`src/rtl/slpg_pkg.sv`:
```
`timescale 1ns / 1ps
`default_nettype none
// ----------------------------------------------------------------------------
// slpg_pkg: shared types and constants
// Widths, register indexes, controller states and command/status structs.
// ----------------------------------------------------------------------------
package slpg_pkg;
    localparam int FRAC_BITS  = 16;
    localparam int REG_W      = 31;
    localparam int DATA_W     = 32;
    localparam int SUM_W      = 64;
    localparam int PEN_W      = 63;
    localparam int RAD_W      = 64;
    localparam int ROOT_W     = 32;
    localparam int NUM_W      = 63;      // w * |x| fits in 31 + 32 bits
    localparam int SQRT_STEPS = 32;
    localparam int DIV_STEPS  = 63;
    localparam int CNT_W      = 6;

    localparam logic [REG_W-1:0] WEIGHT_RST = REG_W'(1) << FRAC_BITS;
    localparam logic [REG_W-1:0] SMOOTH_RST = REG_W'(100) << FRAC_BITS;

    localparam logic [0:0] REG_WEIGHT = 1'b0;
    localparam logic [0:0] REG_SMOOTH = 1'b1;

    typedef enum logic [2:0] {
        ST_IDLE,
        ST_SQRT,
        ST_MUL,
        ST_DIV,
        ST_ACC,
        ST_OUT
    } t_state;

    typedef struct packed {
        logic load;       // capture input, start root
        logic sqrt_step;  // one root digit
        logic mul;        // form products
        logic div_step;   // one quotient bit
        logic acc;        // update sum and gradient
        logic out_take;   // result taken, clear sum if last
    } t_cmd;

    typedef struct packed {
        logic cnt_done;
    } t_status;
endpackage
`default_nettype wire

```
`src/rtl/slpg_ctrl.sv`:
```
`timescale 1ns / 1ps
`default_nettype none
// ----------------------------------------------------------------------------
// slpg_ctrl: sequencing controller
// Steps root, multiply, divide and accumulate phases for one request.
// ----------------------------------------------------------------------------
module slpg_ctrl (
    input  wire logic              i_clk,
    input  wire logic              i_rst_n,
    input  wire logic              i_in_valid,
    input  wire logic              i_out_stall,
    input  wire slpg_pkg::t_status i_status,
    output logic                   o_in_stall,
    output logic                   o_out_valid,
    output slpg_pkg::t_cmd         o_cmd
);
    slpg_pkg::t_state r_state, n_state;

    always_ff @(posedge i_clk) begin
        if (!i_rst_n) begin
            r_state <= slpg_pkg::ST_IDLE;
        end else begin
            r_state <= n_state;
        end
    end

    always_comb begin
        n_state = r_state;
        case (r_state)
            slpg_pkg::ST_IDLE: if (i_in_valid) n_state = slpg_pkg::ST_SQRT;
            slpg_pkg::ST_SQRT: if (i_status.cnt_done) n_state = slpg_pkg::ST_MUL;
            slpg_pkg::ST_MUL:  n_state = slpg_pkg::ST_DIV;
            slpg_pkg::ST_DIV:  if (i_status.cnt_done) n_state = slpg_pkg::ST_ACC;
            slpg_pkg::ST_ACC:  n_state = slpg_pkg::ST_OUT;
            slpg_pkg::ST_OUT: begin
                if (!i_out_stall) n_state = i_in_valid ? slpg_pkg::ST_SQRT : slpg_pkg::ST_IDLE;
            end
            default: n_state = slpg_pkg::ST_IDLE;
        endcase
    end

    always_comb begin
        o_cmd       = '0;
        o_in_stall  = 1'b1;
        o_out_valid = 1'b0;
        case (r_state)
            slpg_pkg::ST_IDLE: begin
                o_in_stall = 1'b0;
                o_cmd.load = i_in_valid;
            end
            slpg_pkg::ST_SQRT: o_cmd.sqrt_step = 1'b1;
            slpg_pkg::ST_MUL:  o_cmd.mul = 1'b1;
            slpg_pkg::ST_DIV:  o_cmd.div_step = 1'b1;
            slpg_pkg::ST_ACC:  o_cmd.acc = 1'b1;
            slpg_pkg::ST_OUT: begin
                o_out_valid    = 1'b1;
                o_in_stall     = i_out_stall;
                o_cmd.out_take = !i_out_stall;
                o_cmd.load     = !i_out_stall && i_in_valid;
            end
            default: o_cmd = '0;
        endcase
    end
endmodule
`default_nettype wire

```
`config.mk`:
```
export PLATFORM = sky130hd
export DESIGN_NAME = slpg_ctrl
export DESIGN_NICKNAME = d
export VERILOG_FILES = /design/src/rtl/slpg_pkg.sv /design/src/rtl/slpg_ctrl.sv
export SDC_FILE = /design/constraint.sdc
export NUM_CORES = 1
export LEC_CHECK = 0
export BUFFER_PORTS_ARGS = -buffer_cell sky130_fd_sc_hd__buf_2
export CORE_AREA = 2 2 39 41
export CTS_CLUSTER_DIAMETER = 40
export DETAILED_ROUTE_END_ITERATION = 16
export DIE_AREA = 0 0 41 43
export PLACE_DENSITY = 0.34
export SLEW_MARGIN = 15
export SYNTH_ARGS = -nofsm -noshare
export SYNTH_HDL_FRONTEND = slang
export SYNTH_SLANG_ARGS = --single-unit
```
`constraint.sdc`:
```
create_clock -name i_clk -period 0.9 [get_ports i_clk]
set_input_delay 0.045 -clock i_clk [delete_from_list [all_inputs] [get_ports i_clk]]
set_output_delay 0.045 -clock i_clk [all_outputs]
set_load 0.02 [all_outputs]
```
======== After elaboration in Yosys (flattened, before gate mapping) ========
Cells that the tools add are included.
word-level totals
  word-level logic and storage cells ...... 28
  bits of input ports ..................... 5
  output and inout bits ................... 8
  flip-flop bits (word level) ............. 3
cells by class
  reduce and logical (&&, ||, !) cells .... 4
  muxes and demuxes ....................... 14
  eq/ne operators ......................... 9
operators with widths
  cell                                                                    number
  3-bit one-hot mux with 6 select lines                                   1
  3-bit 2-to-1 mux                                                        4
  2-bit != test (second input constant)                                   4
  1-bit 2-to-1 mux                                                        7
  3-bit by 2-bit equality test with 1-bit output (second input constant)  2
  3-bit equality test (second input constant)                             2
  1-bit one-hot mux with 2 select lines                                   2
  4-bit AND reduction                                                     1
  3-bit by 1-bit equality test with 1-bit output (second input constant)  1
  3-bit logical NOT                                                       1
  1-bit logical AND                                                       1
  1-bit logical NOT                                                       1

======== Longest topological paths before layout ========
Gate-level depths: netlist (run 1).
  depth in word-level cells ............... 3
  gate-level depth with buffers ........... 4
  mapped depth without buffers ............ 3

======== Worst setup path after synthesis (run 1) ========
No wires, ideal clock.
  path type ............................... register -> output
  start ................................... register r_state[0]
  end ..................................... output o_cmd[5] (netlist bit)
  path buffers ............................ 1
  stages on the path, launching flop included .. 5
  slack ................................... -0.243 ns
  required time ........................... 0.855 ns
  data arrival time ....................... 1.098 ns
  path through ............................ dfxtp_1 buf_6 or2_1 a21o_1 nor2_2
RTL lines
  item                    RTL line         source
  start, declared         slpg_ctrl.sv:17  slpg_pkg::t_state r_state, n_state;
  start signal, assigned  slpg_ctrl.sv:21  r_state <= slpg_pkg::ST_IDLE;
  start signal, assigned  slpg_ctrl.sv:23  r_state <= n_state;
  end, declared           slpg_ctrl.sv:15  output slpg_pkg::t_cmd o_cmd

==> results of run 1 <==
worst max-delay path: stages (launching register included):
cell,delay [ns]
dfxtp_2,0.32
or2_1,0.23
a21o_4,0.21
nor2_4,0.10
buf_6,0.12
power breakdown:
group / switching [uW] / total (uW) / internal, uW
Combinational: 135 / 280 / 145
Clock: 69.0 / 235 / 166
Sequential: 10.4 / 156 / 146
cells by family after synthesis:
group,Yosys count
XOR/XNOR,1
buffers and inverters,3
AO/OA/AOI/OAI,6
AND/OR/NAND/NOR,15
flip-flops,3
per-layer routing:
| metal | global-route usage | vias up | wire [um] |
|---|---|---|---|
| li1 | - | 149 | - |
| met1 | 0.1122 | 148 | 295 |
| met2 | 0.1875 | 10 | 446 |
| met3 | 0.06283 | 0 | 31 |
| met4 | 0.02000 | 0 | 0 |
| met5 | 0 | - | 0 |
layout by cell type (no fill, tap or decap):
master / n
inv_1: 1
buf_6: 8
dfxtp_1: 1
buf_2: 5
nand2_2: 1
o22ai_2: 1
and2_4: 1
nor2_1: 1
buf_4: 12
nor2_4: 4
a21oi_2: 2
nor3b_2: 1
nor3_2: 2
or2_1: 1
nand2b_4: 2
a21o_4: 1
nand3b_1: 1
clkbuf_4: 3
inv_2: 1
o31ai_1: 1
o21ai_0: 1
clkbuf_1: 1
xor2_1: 1
dfxtp_2: 2
nor2b_1: 1
layout make-up:
cell class              instances  area share
well taps                      16     0.03765
inverters                       2     0.01412
repair buffers                 25      0.3859
flip-flops and latches          3      0.1176
multi-input cells              22      0.3953
clock buffers                   4     0.04941
how the worst max path moves through the flow:
stage / start / to / slack (ns) / cells past startpoint
5_1_grt: r_state[0] / o_cmd[5] / -0.41 / 4
4_1_cts: r_state[2] / o_cmd[5] / -0.36 / 4
6_report: r_state[2] / o_cmd[5] / -0.35 / 4
2_1_floorplan: r_state[0] / o_cmd[5] / -0.16 / 4
3_5_place_dp: r_state[0] / o_cmd[5] / -0.15 / 4
3_3_place_gp: r_state[2] / o_cmd[5] / -0.14 / 4
repair_timing:
action	in CTS	in global routing
pin swaps	6	3
buffers inserted	4	2
gates resized for setup	28	6
hold buffers	0	0
setup endpoints to repair	11	11
stage by stage:
step	power, uW	utilization	cell area (um2)	hold WS (ns)	instances
floorplan	277.2	-	222.7	0.1410	28
global placement	350.1	0.2541	351.6	0.2914	63
detailed placement	350.2	0.2541	351.6	0.3064	63
CTS	667.3	0.3653	505.5	0.06787	71
global route	719.5	0.3843	531.8	0.07687	72
finish	670.6	0.3843	531.8	0.07637	72
==> results.cfg, run 1 <==
[outcome]
status = complete, but fails checks
violations = negative setup slack

[setup_path]
rrSetupSlack_ns = -0.25
critPathRequiredTime_ns = 0.85
start_kind = register
cp_max_fo = 3
end_kind = output port
arrival_ns = 1.21
rr_worst_depth = 7
crit_type = reg2out
r2r_end = r_state[0]
r2r-start = r_state[2]

[synth]
synth_top_cell_by_area = dfxtp_1
yosysMostFrequentCell = nor2_1
synth_cell_types = 19
synthTopCellsByArea = dfxtp_1 29%, nor2_1 7.3%, nand2b_1 6.1%, buf_6 5.5%, a21oi_1 4.9%
yosysSeqAreaShare = 0.2927
ys_warn_count = 0
synth-compound-area-share = 0.1768
yosys.area_share.adder = 0
synthTopCellsByCount = 4 x nor2_1, 3 x dfxtp_1
synth-simple-area-share = 0.3963
syn_area_um2 = 205.2
synth-seq-cells = 3
ys.flop_type = dfxtp_1
syn_avg_cell_area_um2 = 7.328
synthMuxAreaShare = 0
netlist_instances = 28
synth_edf_count = 0
synth_xor_area_frac = 0.04268
syn_nets = 33
yosysTopAreaCellShare = 0.2927
synth_top_family_by_area = simple AND/OR/NAND/NOR gates
postSynth.asyncResetShare = 0

[global_routing]
grt_max_degree = 6
grt_usage = 0.1103
gr-total-overflow = 0
antenna_found_initial = 0
grt_pass1_vias = 324
grt_pass1_wl_um = 1304

[layout]
fin_nets = 62
multi_input_area_um2 = 210.2
diodes = 0
fillerInstances = 145
largest_reg_flops = 3
areaGrowthSynthToFinish_pct = 159.1
regArea_um2 = 62.56
reg_top3 = r_state x3
drive_gt1_frac = 0.8214
regMostFlops = r_state

[floorplan]
die_w_um = 41
die_h_um = 43
core_region_area_um2 = 1384
die_area_um2 = 1763
pin_count = 13
initial_core_util = 0.1483
rows = 14

[sta]
rsz0062_at_grt = yes
finalSetupViolations = 11
fin_ws_ns = -0.3503
tightestPinTransition_ns = 0.2442
max_freq_ghz = 0.7998
maxSlewViolCount = 0
slew_headroom = 0.8358
finalClockSkew_ns = 0.004181
finalHoldViolations = 0
fin_setup_tns_ns = -2.823
finalCriticalPeriod_ns = 1.250
fin_crit_sh = 1.389

[placed_design]
gp_congestion = 0.7530
dp_hpwl_um = 497
place_ws_ns = -0.1460
io_buffers = 12

[cts]
numClockSinks = 3
cts_inserted_buffers = 3
clkLatencyLatePin_ns = 0.23
clkTransAtPathRegs_ns = 0.03
cts-htree-levels = 1
clock-root-buffer = clkbuf_4
cts.path.max_buffers = 2
cts_tree = built

[drt]
drc = 0
firstDrtPassIters = 3
wl_um = 773
vias = 307
drt_iter0_drc = 2
postRouteAntennaNets = 0
wl_per_cell_um = 10.74
vias_per_cell = 4.264

[flow_run]
max-cap-violations = 0

[pwr]
ir_drop_mv = 0.6579
power_density_nw_per_um2 = 1261
leakage_uw = 0.0002358

[worst_hold_path]
hold_class = in2reg
whs_endpoint = r_state[2]
hp-start = i_rst_n
whs_path_depth = 2
Note: power is estimated with default switching activity, not from simulation.
==> run 2, diff against run 1 <==
ABC_AREA = 1   (was unset)
PLACE_DENSITY = 0.38   (was 0.34)
==> run 2 against run 1 <==
The flow still finishes with violations (negative setup slack). Worst setup slack better by 0.026 ns. Critical endpoint unchanged. Highest routed layer is now met4. Clock power about the same. Via count up 5.2%. Critical path type unchanged.
==> results.cfg, run 2 <==
[synth]
synth_top_cell_by_area = dfxtp_1
netlist_instances = 41
synthTopCellsByCount = 9 x inv_1, 7 x nand2_1, 5 x nand3_1
yosysMostFrequentCell = inv_1
synthTopCellsByArea = dfxtp_1 24%, inv_1 13%, nand2_1 10%, nand3_1 10%, nor4_4 8.5%
syn_area_um2 = 251.5
postSynth.asyncResetShare = 0
yosysTopAreaCellShare = 0.2388
yosysSeqAreaShare = 0.2388
synth-seq-cells = 3
synth_edf_count = 0
synth_cell_types = 13
ys_warn_count = 0
syn_avg_cell_area_um2 = 6.134
ys.flop_type = dfxtp_1
syn_nets = 46

[setup_path]
start_kind = register
rr_worst_depth = 6
crit_chain = inv_6 > nor4_4 > nor2_4 > nor2_4 > buf_6
critPathMaxStageDelay_ns = 0.36
crit_slowest_cell = dfxtp_4
arrival_ns = 1.18
critPathRequiredTime_ns = 0.85
crit_type = reg2out
cpMostUsedCell = nor2_4
end_kind = output port
cp_max_fo = 8

[global_routing]
antenna_found_initial = 0
grt_usage = 0.09127
grt_pass1_wl_um = 1021
grt_max_degree = 9
grt_pass1_vias = 282
gr-total-overflow = 0

[drt]
wl_per_cell_um = 8.848
drt_iter0_drc = 5
drc = 0
firstDrtPassIters = 2
vias = 323
wl_um = 699
postRouteAntennaNets = 0
vias_per_cell = 4.089

[cts]
numClockSinks = 3
hold_buffers = 0
cts_inserted_buffers = 3
cts.path.max_buffers = 2
clock-root-buffer = clkbuf_4
clkLatencyLatePin_ns = 0.23
cts-htree-levels = 1
cts_tree = built
clkTransAtPathRegs_ns = 0.04

[outcome]
status = complete, but fails checks
violations = negative setup slack

[layout]
regMostFlops = r_state
reg_top3 = r_state x3
final_area_um2 = 489.2
fin_nets = 69
drive_gt1_frac = 0.5873
layout_common_cells = 7 x inv_1, 7 x buf_2, 7 x buf_6
fillerInstances = 159
largest_reg_flops = 3
areaGrowthSynthToFinish_pct = 94.53
diodes = 0

[pwr]
power_switching_uw = 258.5
leakage_uw = 0.0002617
swShare = 0.3595
p_int_uw = 460.6
power_density_nw_per_um2 = 1470
finalPower_uw = 719.1
ir_drop_mv = 0.6627
combPwrFrac = 0.441
clkPwrFrac = 0.325
pwr-share-seq = 0.234

[sta]
maxSlewViolCount = 0
finalCriticalPeriod_ns = 1.224
rsz0062_at_grt = yes
max_freq_ghz = 0.8168
slew_headroom = 0.8146
fin_ws_ns = -0.3242
finalHoldViolations = 0
fin_setup_tns_ns = -2.256
tightestPinTransition_ns = 0.2760
finalSetupViolations = 11
fin_crit_sh = 1.360
finalClockSkew_ns = 0.001401

[floorplan]
initial_core_util = 0.1817
core_region_area_um2 = 1384
die_w_um = 41
die_area_um2 = 1763
die_h_um = 43
rows = 14
pin_count = 13

[worst_hold_path]
hold_class = in2reg
whs_path_depth = 3

[flow_run]
max-cap-violations = 0

[placed_design]
io_buffers = 12
gp_congestion = 0.6816
placed_cell_area_um2 = 386.6
dp_hpwl_um = 560
-- run 2: per-layer routing --
| metal | share of wire | track usage | vias to the layer above |
|---|---|---|---|
| li1 | - | - | 177 |
| met1 | 0.42 | 0.09615 | 135 |
| met2 | 0.51 | 0.1250 | 9 |
| met3 | 0.059 | 0.03141 | 2 |
| met4 | 0.0057 | 0.1000 | 0 |
| met5 | 0 | 0 | - |
-- run 2: cell families (layout without fill, tap and decap cells) --
| logic type | Yosys count | after routing | synth area share |
|---|---|---|---|
| and+or+nand+nor | 23 | 23 | 0.5174 |
| buffers and inverters | 11 | 33 | 0.1642 |
| AOI/OAI and AO/OA | 4 | 4 | 0.07957 |
| DFF | 3 | 3 | 0.2388 |
-- run 2: final cells by class --
cell class | count | area, um2 | area share
Inverter | 11 | 48.80 | 0.09974
Sequential cell | 3 | 71.32 | 0.1458
Tap cell | 16 | 20.02 | 0.04092
Timing Repair Buffer | 18 | 143.9 | 0.2941
Multi-Input combinational cell | 27 | 178.9 | 0.3657
Clock buffer | 4 | 26.28 | 0.05371
-- run 2: metrics by stage --
stage               setup WS (ns)    util  hold WS (ns)  cells
floorplan                 -0.2933       -        0.1352     41
global placement          -0.1373  0.2794        0.2916     74
detailed placement        -0.1341  0.2794        0.2986     74
CTS                       -0.3344  0.3400       0.04970     79
global route              -0.3930  0.3535       0.05117     79
finish                    -0.3242  0.3535       0.05286     79
-- run 2: power by group through the flow --
| stage | clock network [uW] | registers [uW] | logic (uW) |
|---|---|---|---|
| 2_1_floorplan | 0 | 174 | 166 |
| 4_1_cts | 249 | 170 | 311 |
| 6_report | 234 | 169 | 317 |
| 5_1_grt | 264 | 171 | 348 |
| 3_5_place_dp | 0 | 170 | 260 |
| 3_3_place_gp | 0 | 171 | 261 |
-- run 2: worst paths after layout --
check | from | end | slack [ns]
worst max register to register | r_state[1] | r_state[1] | -0.11
worst max-delay path | r_state[2] | o_cmd[5] | -0.32
worst min register to register | r_state[0] | r_state[0] | 0.60
worst min-delay path | i_rst_n | r_state[0] | 0.05
-- run 2: worst max-delay path, delay by kind of cell, from the launching register on --
family,cells,cell delay [ns]
buf+inv,2,0.17
flops,1,0.36
simple gates,3,0.41
-- run 2: repair_timing --
item | CTS | global route
setup endpoints to repair | 11 | 11
setup buffers | 1 | 0
pin swaps | 2 | 2
resized for setup | 17 | 7
